--- config.mk ---
export PLATFORM = sky130hd
export DESIGN_NAME = gtg_isqrt
export DESIGN_NICKNAME = d
export VERILOG_FILES = /design/src/design/gtg_pkg.sv /design/src/design/gtg_isqrt.sv
export SDC_FILE = /design/constraint.sdc
export NUM_CORES = 1
export LEC_CHECK = 0
export BUFFER_PORTS_ARGS = -buffer_cell sky130_fd_sc_hd__buf_2
export CORE_MARGIN = 8
export CORE_UTILIZATION = 55
export CTS_CLUSTER_DIAMETER = 150
export DETAILED_ROUTE_END_ITERATION = 8
export GPL_ROUTABILITY_DRIVEN = 0
export PLACE_DENSITY = 0.75
export SYNTH_ARGS = -nofsm -noshare
export SYNTH_HDL_FRONTEND = slang
export SYNTH_SLANG_ARGS = --single-unit
--- constraint.sdc ---
create_clock -name clock -period 2.64 [get_ports clock]
set_input_delay 0.396 -clock clock [delete_from_list [all_inputs] [get_ports clock]]
set_output_delay 0.396 -clock clock [all_outputs]
set_load 0.01 [all_outputs]
--- src/design/gtg_pkg.sv ---
// types, constants and helper functions of the go-to-goal velocity block
// no dependencies
package gtg_pkg;

   localparam int CORDIC_STEPS = 16;
   localparam int SQRT_STEPS   = 16;

   localparam int CIN_W    = 36;   // cordic operand width
   localparam int PRE_W    = 37;   // after the quarter-turn pre-rotation
   localparam int CW       = 45;   // cordic datapath width
   localparam int ANG_W    = 32;   // angle, Q8.24
   localparam int NORM_BIT = 40;   // normalized magnitude msb
   localparam int SH_W     = 6;

   localparam int CORDIC_LAT = 3 + CORDIC_STEPS;
   localparam int SQRT_LAT   = 1 + SQRT_STEPS;
   localparam int ANG_PAD    = (SQRT_LAT > CORDIC_LAT) ? SQRT_LAT - CORDIC_LAT : 0;
   localparam int DIST_PAD   = (CORDIC_LAT > SQRT_LAT) ? CORDIC_LAT - SQRT_LAT : 0;

   localparam int CSR_IDX_W  = 3;
   localparam int CSR_DATA_W = 32;

   localparam logic [CSR_IDX_W-1:0] CSR_GOAL_X     = 3'd0;
   localparam logic [CSR_IDX_W-1:0] CSR_GOAL_Y     = 3'd1;
   localparam logic [CSR_IDX_W-1:0] CSR_GAIN_DIST  = 3'd2;
   localparam logic [CSR_IDX_W-1:0] CSR_GAIN_HEAD  = 3'd3;
   localparam logic [CSR_IDX_W-1:0] CSR_STOP_THRES = 3'd4;

   localparam logic [15:0] GAIN_RESET = 16'd2048;
   localparam logic [30:0] THRES_RESET = 31'd6554;

   localparam logic signed [ANG_W-1:0] HALF_PI = 32'sd26353589;
   localparam logic signed [ANG_W-1:0] ATAN_TABLE [11] = '{
      32'sd13176795, 32'sd7778716, 32'sd4110060, 32'sd2086331, 32'sd1047214,
      32'sd524117, 32'sd262123, 32'sd131069, 32'sd65536, 32'sd32768, 32'sd16384
   };

   typedef struct packed {
      logic signed [31:0] pos_x;
      logic signed [31:0] pos_y;
      logic signed [15:0] quat_x;
      logic signed [15:0] quat_y;
      logic signed [15:0] quat_z;
      logic signed [15:0] quat_w;
   } req_type;

   typedef struct packed {
      logic signed [31:0] linear_velocity;
      logic signed [31:0] angular_velocity;
      logic               goal_reached;
   } rsp_type;

   // front end to the cordic and root pipelines
   typedef struct packed {
      logic signed [CIN_W-1:0] yaw_y;
      logic signed [CIN_W-1:0] yaw_x;
      logic signed [CIN_W-1:0] dy;
      logic signed [CIN_W-1:0] dx;
      logic [29:0]             dx2;
      logic [29:0]             dy2;
      logic                    near;
   } front_type;

   typedef struct packed {
      logic [15:0] root;
      logic        near;
   } dist_type;

   function automatic logic signed [ANG_W-1:0] atan_step(input int i);
      if (i < 11)
         return ATAN_TABLE[4'(i)];
      else if (i <= 24)
         return ANG_W'(1) << (24 - i);
      else
         return '0;
   endfunction

   function automatic logic [SH_W-1:0] msb_pos(input logic [PRE_W-1:0] v);
      logic [SH_W-1:0] pos;
      pos = '0;
      for (int i = 0; i < PRE_W; i++) begin
         if (v[i])
            pos = SH_W'(i);
      end
      return pos;
   endfunction

endpackage

--- src/design/gtg_isqrt.sv ---
// pipelined integer square root of dx^2 + dy^2, one result bit per stage
// depends on gtg_pkg
module gtg_isqrt import gtg_pkg::*; (
   input  logic        clock,
   input  logic        reset,
   input  logic        in_valid,
   input  logic [29:0] in_dx2,
   input  logic [29:0] in_dy2,
   input  logic        in_near,
   output logic        out_valid,
   output dist_type    out_data
);

   logic        v_ff [SQRT_STEPS+1];
   logic        n_ff [SQRT_STEPS+1];
   logic [31:0] rem_ff [SQRT_STEPS+1];
   logic [31:0] r_ff [SQRT_STEPS+1];
   logic [31:0] rem_in [SQRT_STEPS];
   logic [31:0] r_in [SQRT_STEPS];

   always_comb begin
      logic [31:0] bit_val;
      logic [31:0] trial;
      for (int k = 0; k < SQRT_STEPS; k++) begin
         bit_val = 32'(1) << (2 * (SQRT_STEPS - 1 - k));
         trial   = r_ff[k] + bit_val;
         if (rem_ff[k] >= trial) begin
            rem_in[k] = rem_ff[k] - trial;
            r_in[k]   = (r_ff[k] >> 1) + bit_val;
         end else begin
            rem_in[k] = rem_ff[k];
            r_in[k]   = r_ff[k] >> 1;
         end
      end
   end

   always_ff @(posedge clock) begin
      if (reset) begin
         for (int k = 0; k <= SQRT_STEPS; k++)
            v_ff[k] <= 1'b0;
      end else begin
         v_ff[0] <= in_valid;
         for (int k = 0; k < SQRT_STEPS; k++)
            v_ff[k+1] <= v_ff[k];
      end
   end

   always_ff @(posedge clock) begin
      rem_ff[0] <= 32'(in_dx2) + 32'(in_dy2);
      r_ff[0]   <= '0;
      n_ff[0]   <= in_near;
      for (int k = 0; k < SQRT_STEPS; k++) begin
         rem_ff[k+1] <= rem_in[k];
         r_ff[k+1]   <= r_in[k];
         n_ff[k+1]   <= n_ff[k];
      end
   end

   assign out_valid     = v_ff[SQRT_STEPS];
   assign out_data.root = r_ff[SQRT_STEPS][15:0];
   assign out_data.near = n_ff[SQRT_STEPS];

endmodule

==> metrics.md, run 1 <==
| Metric | Value |
|---|---|
| Num CTS Buffers | 68 |
| CP peak stage delay | 0.37 ns |
| Internal | 24,300 µW |
| Max_cap viols | 0 |
| IO Port Bufs | 81 |
| FMAX | 381 MHz |
| Critical path class | reg2reg |
| RSZ-0062 raised after global routing | yes |
| Post-route cell area | 30,500 µm² |
| Dpl ws | -0.157 ns |
| CTS Sinks | 681 |
| Routed Antenna Nets | 0 |
| Final setup margin | ~0.017 ns |
| Reg2Reg Depth | 12 |
| Met1 Use GR | 0.213 |
| Post-synth EDFFs | 0 |
| CP endpoint kind | register |
| Slack of the worst reg-to-reg path | 0.02 ns |
| Share of cells above drive strength 1 | 0.145 |
| Clock power frac | 0.259 |
| Core area | 46,500 µm² |
| Initial DRC count | between 1,000 and 1,500 |
| Hold Crit Start | in_dy2[0] |
| Fin. Hold Viols | 0 |
| Sum Neg Setup Slack | 0 ns |
| Vias in the first global route | 19,200 |
| Area grow syn2layout | 17.7% |
| Sequential power share | 0.437 |
| Initial antenna violation count | 1 |
| Synth Warn # | 0 |
| Clk root buf | clkbuf_16 |
| Status | complete, no violations |
| Die width | around 230 µm |
| P per Cell Area | 1200 nW/µm² |
| Grt ovf | 0 |
| # IOs | slightly above 80 |
| Reg2reg end | rem_ff[0][495] |
| Worst hold path type | in2reg |
| Layout Nets | 2,995 |
| Met3 Use GR | 0.0323 |
| Overall Global Routing Usage | 0.200 |
| Rows | 79 |
| Critical Path Most Common Cell | a21o_1 |
| Post-synthesis average cell area | 10.2 µm² |
| Clock Latency Late Sink | ~0.60 ns |
| H-tree depth | 3 |
| Worst r2r src | rem_ff[0][461] |
| Worst-margin pin slew | around 0.60 ns |
| Via count | 18,800 |
| DRT Pass-1 Iters | 6 |
| Met2 Use GR | 0.387 |
| Drt drc | 0 |
| Largest net degree at the start of global routing | 37 |
| Min cycle time layout | approximately 2.6 ns |
| Worst hold stages | 2 |
| Cell count after synthesis | 2,540 |
| Worst VDD drop | 0.806 mV |
| Via density | 5.53 |
| Asr flop ratio synth | 0 |
| CTS max path bufs | 3 |
| Max-slew violation count | 0 |
| DP Wirelength | 40,400 µm |
| Startpoint type of the worst setup path | register |
| DIE AREA | 54,200 µm² |
| Die Y-Extent | ~230 µm |
| Hold slack | 0.0468 ns |
| Synth unique cells | 76 |
| Leakage Power | ~0.014 µW |
| CP bufs+invs | 4 |
| Final critical-path share of the clock period | 0.994 |
| Drt wl/cell | around 16 µm |
| Logic gate share of total power | 0.304 |
| Switching pwr | about 12,000 µW |
| WHS Endpoint | rem_ff[0][0] |
| Critical Path AT | 3.12 ns |
| First-pass GRT wire length | roughly 91,000 µm |
| Critical path, cell by cell | ha_1 > a21o_1 > a21o_1 > a21o_1 > nor4b_1 > buf_4 > a2111oi_4 > buf_6 > clkbuf_16 > buf_4 > nand2_1 > o21ai_0 |
| Mapped Area | between 20,000 and 30,000 µm² |
| CP top delay family | compound AO/OA/AOI/OAI gates |
| Switching Share | 0.334 |
| Max-slew headroom | 0.596 |
| Initial Util | 0.557 |
| Worst-path maximum fanout | 8 |
| Placed cell area | approximately 28,000 µm² |
| Clk slew on worst S/H paths | approximately 0.06 ns |
| CTS tree | built |
| Slowest CP cell | a2111oi_4 |
| Main synth FF type | dfxtp_1 |
| Seq/Total Area, Yosys | 0.527 |
| GR peak layer | met2 |
| Setup Viol. Count Final | 0 |
| Critical Path RT | roughly 3.1 ns |
| Clock skew | 0.0153 ns |
| Number of synthesized register bits | 681 |
| Antenna cells | 0 |
| Post-Route WL | 56,000 µm |
==> cells by family after synthesis <==
| family | after synthesis | share of synthesized area |
|---|---|---|
| compound gates | 501 | 0.122 |
| xor+xnor | 228 | 0.0772 |
| fa+ha+maj | 179 | 0.0869 |
| buf+inv | 231 | 0.0350 |
| flops | 681 | 0.527 |
| mux | 17 | 0.00706 |
| other cells | 1 | 0.000145 |
| simple gates | 702 | 0.145 |
==> layout by cell type (no fill, tap or decap), types with 12 or more instances in the layout <==
| cell | synthesis | layout |
|---|---|---|
| nor3_1 | 65 | 58 |
| nor4b_1 | 20 | 17 |
| o21a_1 | 26 | 26 |
| a21oi_1 | 144 | 141 |
| clkbuf_8 | 0 | 12 |
| nand2b_1 | 33 | 33 |
| nor4_1 | 76 | 60 |
| a21o_1 | 50 | 50 |
| clkbuf_1 | 35 | 15 |
| nor4_2 | 2 | 13 |
| dfxtp_1 | 681 | 671 |
| or4_1 | 22 | 20 |
| buf_4 | 3 | 98 |
| xnor2_1 | 101 | 101 |
| nor2b_1 | 41 | 40 |
| ha_1 | 178 | 169 |
| inv_1 | 179 | 176 |
| xor2_1 | 127 | 127 |
| or3_1 | 29 | 28 |
| a31oi_1 | 17 | 15 |
| o31ai_1 | 17 | 16 |
| nand3_1 | 29 | 26 |
| o211ai_1 | 13 | 13 |
| nor2_1 | 129 | 129 |
| clkinv_2 | 0 | 12 |
| buf_2 | 10 | 81 |
| and3_1 | 18 | 18 |
| nand2_1 | 156 | 155 |
| nand4_1 | 20 | 20 |
| o21ai_0 | 137 | 131 |
| clkbuf_16 | 0 | 71 |
==> layer usage <==
layer | up-vias | share of wire
li1 | 9320 | -
met1 | 8906 | 0.40
met2 | 461 | 0.53
met3 | 157 | 0.034
met4 | 0 | 0.033
met5 | - | 0
==> final cells by class <==
class | count | area [µm²]
clock buffers | 96 | 1950
clock inverters | 23 | 268
fillers | 3475 | 16000
inverters | 180 | 679
multi-input cells | 1629 | 11800
flip-flops and latches | 681 | 13600
well taps | 607 | 759
repair buffers | 189 | 1310
repair inverters | 3 | 22.5
==> through the flow <==
stage                      util  std cells  total power, µW
final                     0.656       3408            36500
after global routing      0.656       3408            38600
after CTS                 0.643       3395            36000
after detailed placement  0.593       3270            26400
after global placement    0.593       3270            25900
after floorplan               -       2541            23100
==> registers in the layout, indices dropped and copies added, names as in the netlist <==
name and cells:
rem_ff 511, r_ff 136, n_ff 17, v_ff 17
==> Yosys cell counts (35+ instances only) <==
cell / instances / area, µm²
dfxtp_1: 681 / 13600
inv_1: 179 / 672
ha_1: 178 / 2230
nand2_1: 156 / 586
a21oi_1: 144 / 721
o21ai_0: 137 / 686
nor2_1: 129 / 484
xor2_1: 127 / 1110
xnor2_1: 101 / 885
nor4_1: 76 / 475
nor3_1: 65 / 325
a21o_1: 50 / 375
nor2b_1: 41 / 257
clkbuf_1: 35 / 131
==> how the worst max path moves through the flow <==
stage,startpoint,end,cells past startpoint
6_report,rem_ff[0][461],rem_ff[0][495],12
5_1_grt,r_ff[6][44],rem_ff[0][476],10
4_1_cts,r_ff[6][13],rem_ff[0][446],10
3_5_place_dp,r_ff[7][9],rem_ff[0][488],10
3_3_place_gp,in_dx2[0],rem_ff[0][24],10
2_1_floorplan,r_ff[6][48],rem_ff[0][478],11
==> power groups by stage <==
stage / clock network [µW] / registers, µW / logic, µW
6_report: 9430 / 15900 / 11100
5_1_grt: 10000 / 16200 / 12300
4_1_cts: 9580 / 15800 / 10600
3_5_place_dp: 0 / 16000 / 10400
3_3_place_gp: 0 / 15900 / 10000
2_1_floorplan: 0 / 15100 / 7930
==> timing repair <==
item / 4_1_cts / 5_1_grt
hold buffers: 2 / 0
gates cloned: 1 / 4
pin swaps: 3 / 14
setup endpoints to repair: 31 / 115
hold endpoints to repair: 2 / 0
setup buffers: 3 / 9
resized for setup: 17 / 93
(Power assumes the default switching activity.)
==> run 2: changes to the inputs <==
Settings changed: CORE_MARGIN 8 to 2.
==> run 2 against run 1 <==
The run now ends with negative setup slack left. Combinational power hardly changed. Cell count hardly changed. Critical path depth down 1. Flip-flop and latch count did not move. Power increased by 0.17%. Routed wire length down 1.2%. Maximum frequency fell by 0.72%. Sequential power hardly changed. Critical endpoint is now rem_ff[0][499]. Largest cell class unchanged.
==> metrics.md, run 2 (synthesis results as in run 1) <==
| Metric | Value |
|---|---|
| Switching Share | 0.334 |
| Largest net degree at the start of global routing | 33 |
| Worst r2r src | r_ff[7][8] |
| Leakage Power | 0.0139 µW |
| Hold Crit Start | in_dy2[0] |
| Worst VDD drop | 0.755 mV |
| Most frequent cells in the layout | dfxtp_1, inv_1, ha_1 |
| Area grow syn2layout | 18.1% |
| Clk root buf | clkbuf_16 |
| Die width | 221 µm |
| First-pass GRT wire length | 89,600 µm |
| Clk slew on worst S/H paths | 0.06 ns |
| Largest register FFs | just over 500 |
| Num CTS Buffers | just under 70 |
| Drt wl/cell | 16.2 µm |
| Placed cells | about 3,300 |
| DRT Pass-1 Iters | 6 |
| Most common cell after layout, fill and taps aside | dfxtp_1 |
| Largest regs | rem_ff (511), r_ff (136) |
| Worst-margin pin slew | 0.649 ns |
| DR WL met3 | approximately 2000 µm |
| Vias in the first global route | between 15,000 and 20,000 |
| Clock power frac | 0.262 |
| Final setup margin | -0.00231 ns |
| Setup Viol. Count Final | 1 |
| WL met2 | just under 30,000 µm |
| Overall Global Routing Usage | 0.218 |
| CP endpoint kind | register |
| Antenna cells | 0 |
| Final critical-path share of the clock period | 1.00 |
| Critical Path AT | 3.10 ns |
| Core area | 46,500 µm² |
| Status | finished with violations |
| Critical path class | reg2reg |
| DP Wirelength | 40,200 µm |
| Worst-path maximum fanout | 4 |
| Filler Cells Inserted | 3,505 |
| Clock Latency Late Sink | ~0.61 ns |
| RSZ-0062 raised after global routing | yes |
| IO Port Bufs | approximately 80 |
| Reg2reg end | rem_ff[0][499] |
| Initial antenna violation count | 0 |
| DIE AREA | 48,800 µm² |
| Biggest register | rem_ff |
| Slowest CP cell | a2111oi_4 |
| Hold slack | 0.0591 ns |
| Logic gate share of total power | 0.302 |
| Reg2Reg Depth | 11 |
| Initial Util | 0.557 |
| Routed Antenna Nets | 0 |
| Share of cells above drive strength 1 | 0.145 |
| Critical path, cell by cell | inv_1 > ha_1 > a21o_1 > a31o_2 > a221oi_2 > nand3_2 > a2111oi_4 > buf_6 > clkbuf_16 > nor4_1 > xor2_1 |
| FMAX | 378 MHz |
| Drt drc | 0 |
| Max-slew violation count | 0 |
| CP peak stage delay | around 0.43 ns |
| Max_cap viols | 0 |
| Layout Nets | 2,992 |
| Sequential power share | 0.436 |
| WHS Endpoint | rem_ff[0][0] |
| CTS Sinks | a little under 700 |
| P per Cell Area | 1200 nW/µm² |
| CTS tree | built |
| Failing checks | negative setup slack |
| Final std cells w/o fill | 3,409 |
| Clock skew | approximately 0.019 ns |
| Grt ovf | 0 |
| Die Y-Extent | ~220 µm |
| H-tree depth | 3 |
| CTS max path bufs | 3 |
| # IOs | 82 |
| Worst hold stages | 2 |
| WL met1 | 22,000 µm |
| Min cycle time layout | 2.64 ns |
| Fin. Hold Viols | 0 |
| Max-slew headroom | 0.564 |
| Rows | 79 |
| Worst hold path type | in2reg |
| Slack of the worst reg-to-reg path | -0.002 ns |
| Critical Path RT | 3.10 ns |
| Via density | roughly 5.5 |
| Startpoint type of the worst setup path | register |
| Initial DRC count | about 1,200 |
| Top Metal Used | met4 |
| Internal | 24,300 µW |
| Post-Route WL | 55,400 µm |
| Switching pwr | 12,200 µW |
| Via count | roughly 19,000 |
==> run 2: through the flow <==
| step | power, µW | setup WS [ns] | TNS (ns) | instance area, µm² | util |
|---|---|---|---|---|---|
| floorplan | 23100 | 0.00302 | 0 | 25900 | - |
| global placement | 25900 | -0.108 | -0.288 | 27500 | 0.593 |
| detailed placement | 26400 | -0.193 | -1.25 | 27500 | 0.593 |
| CTS | 36100 | -0.00169 | -0.00169 | 29900 | 0.643 |
| global route | 38700 | -0.147 | -2.45 | 30500 | 0.657 |
| finish | 36500 | -0.00231 | -0.00231 | 30500 | 0.657 |
==> run 2: power groups by stage <==
stage | registers (µW) | clock network, µW | logic [µW]
floorplan | 15100 | 0 | 7930
global placement | 15900 | 0 | 9990
detailed placement | 16000 | 0 | 10400
CTS | 15800 | 9710 | 10600
global route | 16200 | 10100 | 12300
finish | 15900 | 9560 | 11000
==> run 2: area by class of cell <==
| type | instances | area (µm²) | share of cell area |
|---|---|---|---|
| repair buffers | 189 | 1340 | 0.0438 |
| well taps | 607 | 759 | 0.0249 |
| multi-input cells | 1629 | 11800 | 0.388 |
| clock inverters | 26 | 302 | 0.00987 |
| inverters | 180 | 676 | 0.0221 |
| flip-flops and latches | 681 | 13600 | 0.447 |
| clock buffers | 97 | 1980 | 0.0649 |
==> run 2: critical path: cells and delay by family, from the launching register on <==
kind,cells,cell delay [ns]
AO/OA/AOI/OAI,4,1.13
XOR/XNOR,1,0.18
adder cells (fa/ha/maj),1,0.22
buffers and inverters,3,0.41
flip-flops,1,0.35
AND/OR/NAND/NOR,2,0.20
==> run 2: repair_timing <==
| item | CTS | global route |
|---|---|---|
| setup buffers | 0 | 11 |
| endpoints found under the setup margin | 11 | 103 |
| gates cloned | 0 | 3 |
| pin swaps | 2 | 13 |
| endpoints found under the hold margin | 2 | 0 |
| resized for setup | 7 | 99 |
| hold buffers | 2 | 0 |
==> run 2: worst max path at each step <==
stage	end	slack, ns	cells past startpoint	start
CTS	rem_ff[0][474]	-0.002	9	r_ff[6][38]
floorplan	rem_ff[0][478]	0.003	11	r_ff[6][48]
detailed placement	rem_ff[0][24]	-0.19	10	in_dx2[0]
global route	rem_ff[0][473]	-0.15	11	r_ff[6][48]
global placement	rem_ff[0][24]	-0.11	10	in_dx2[0]
finish	rem_ff[0][499]	-0.002	11	r_ff[7][8]
==> run 2: metal layers <==
layer,up-vias,global-route usage
li1,9313,-
met1,8931,0.236
met2,445,0.417
met3,158,0.0360
met4,0,0.0905
met5,-,0
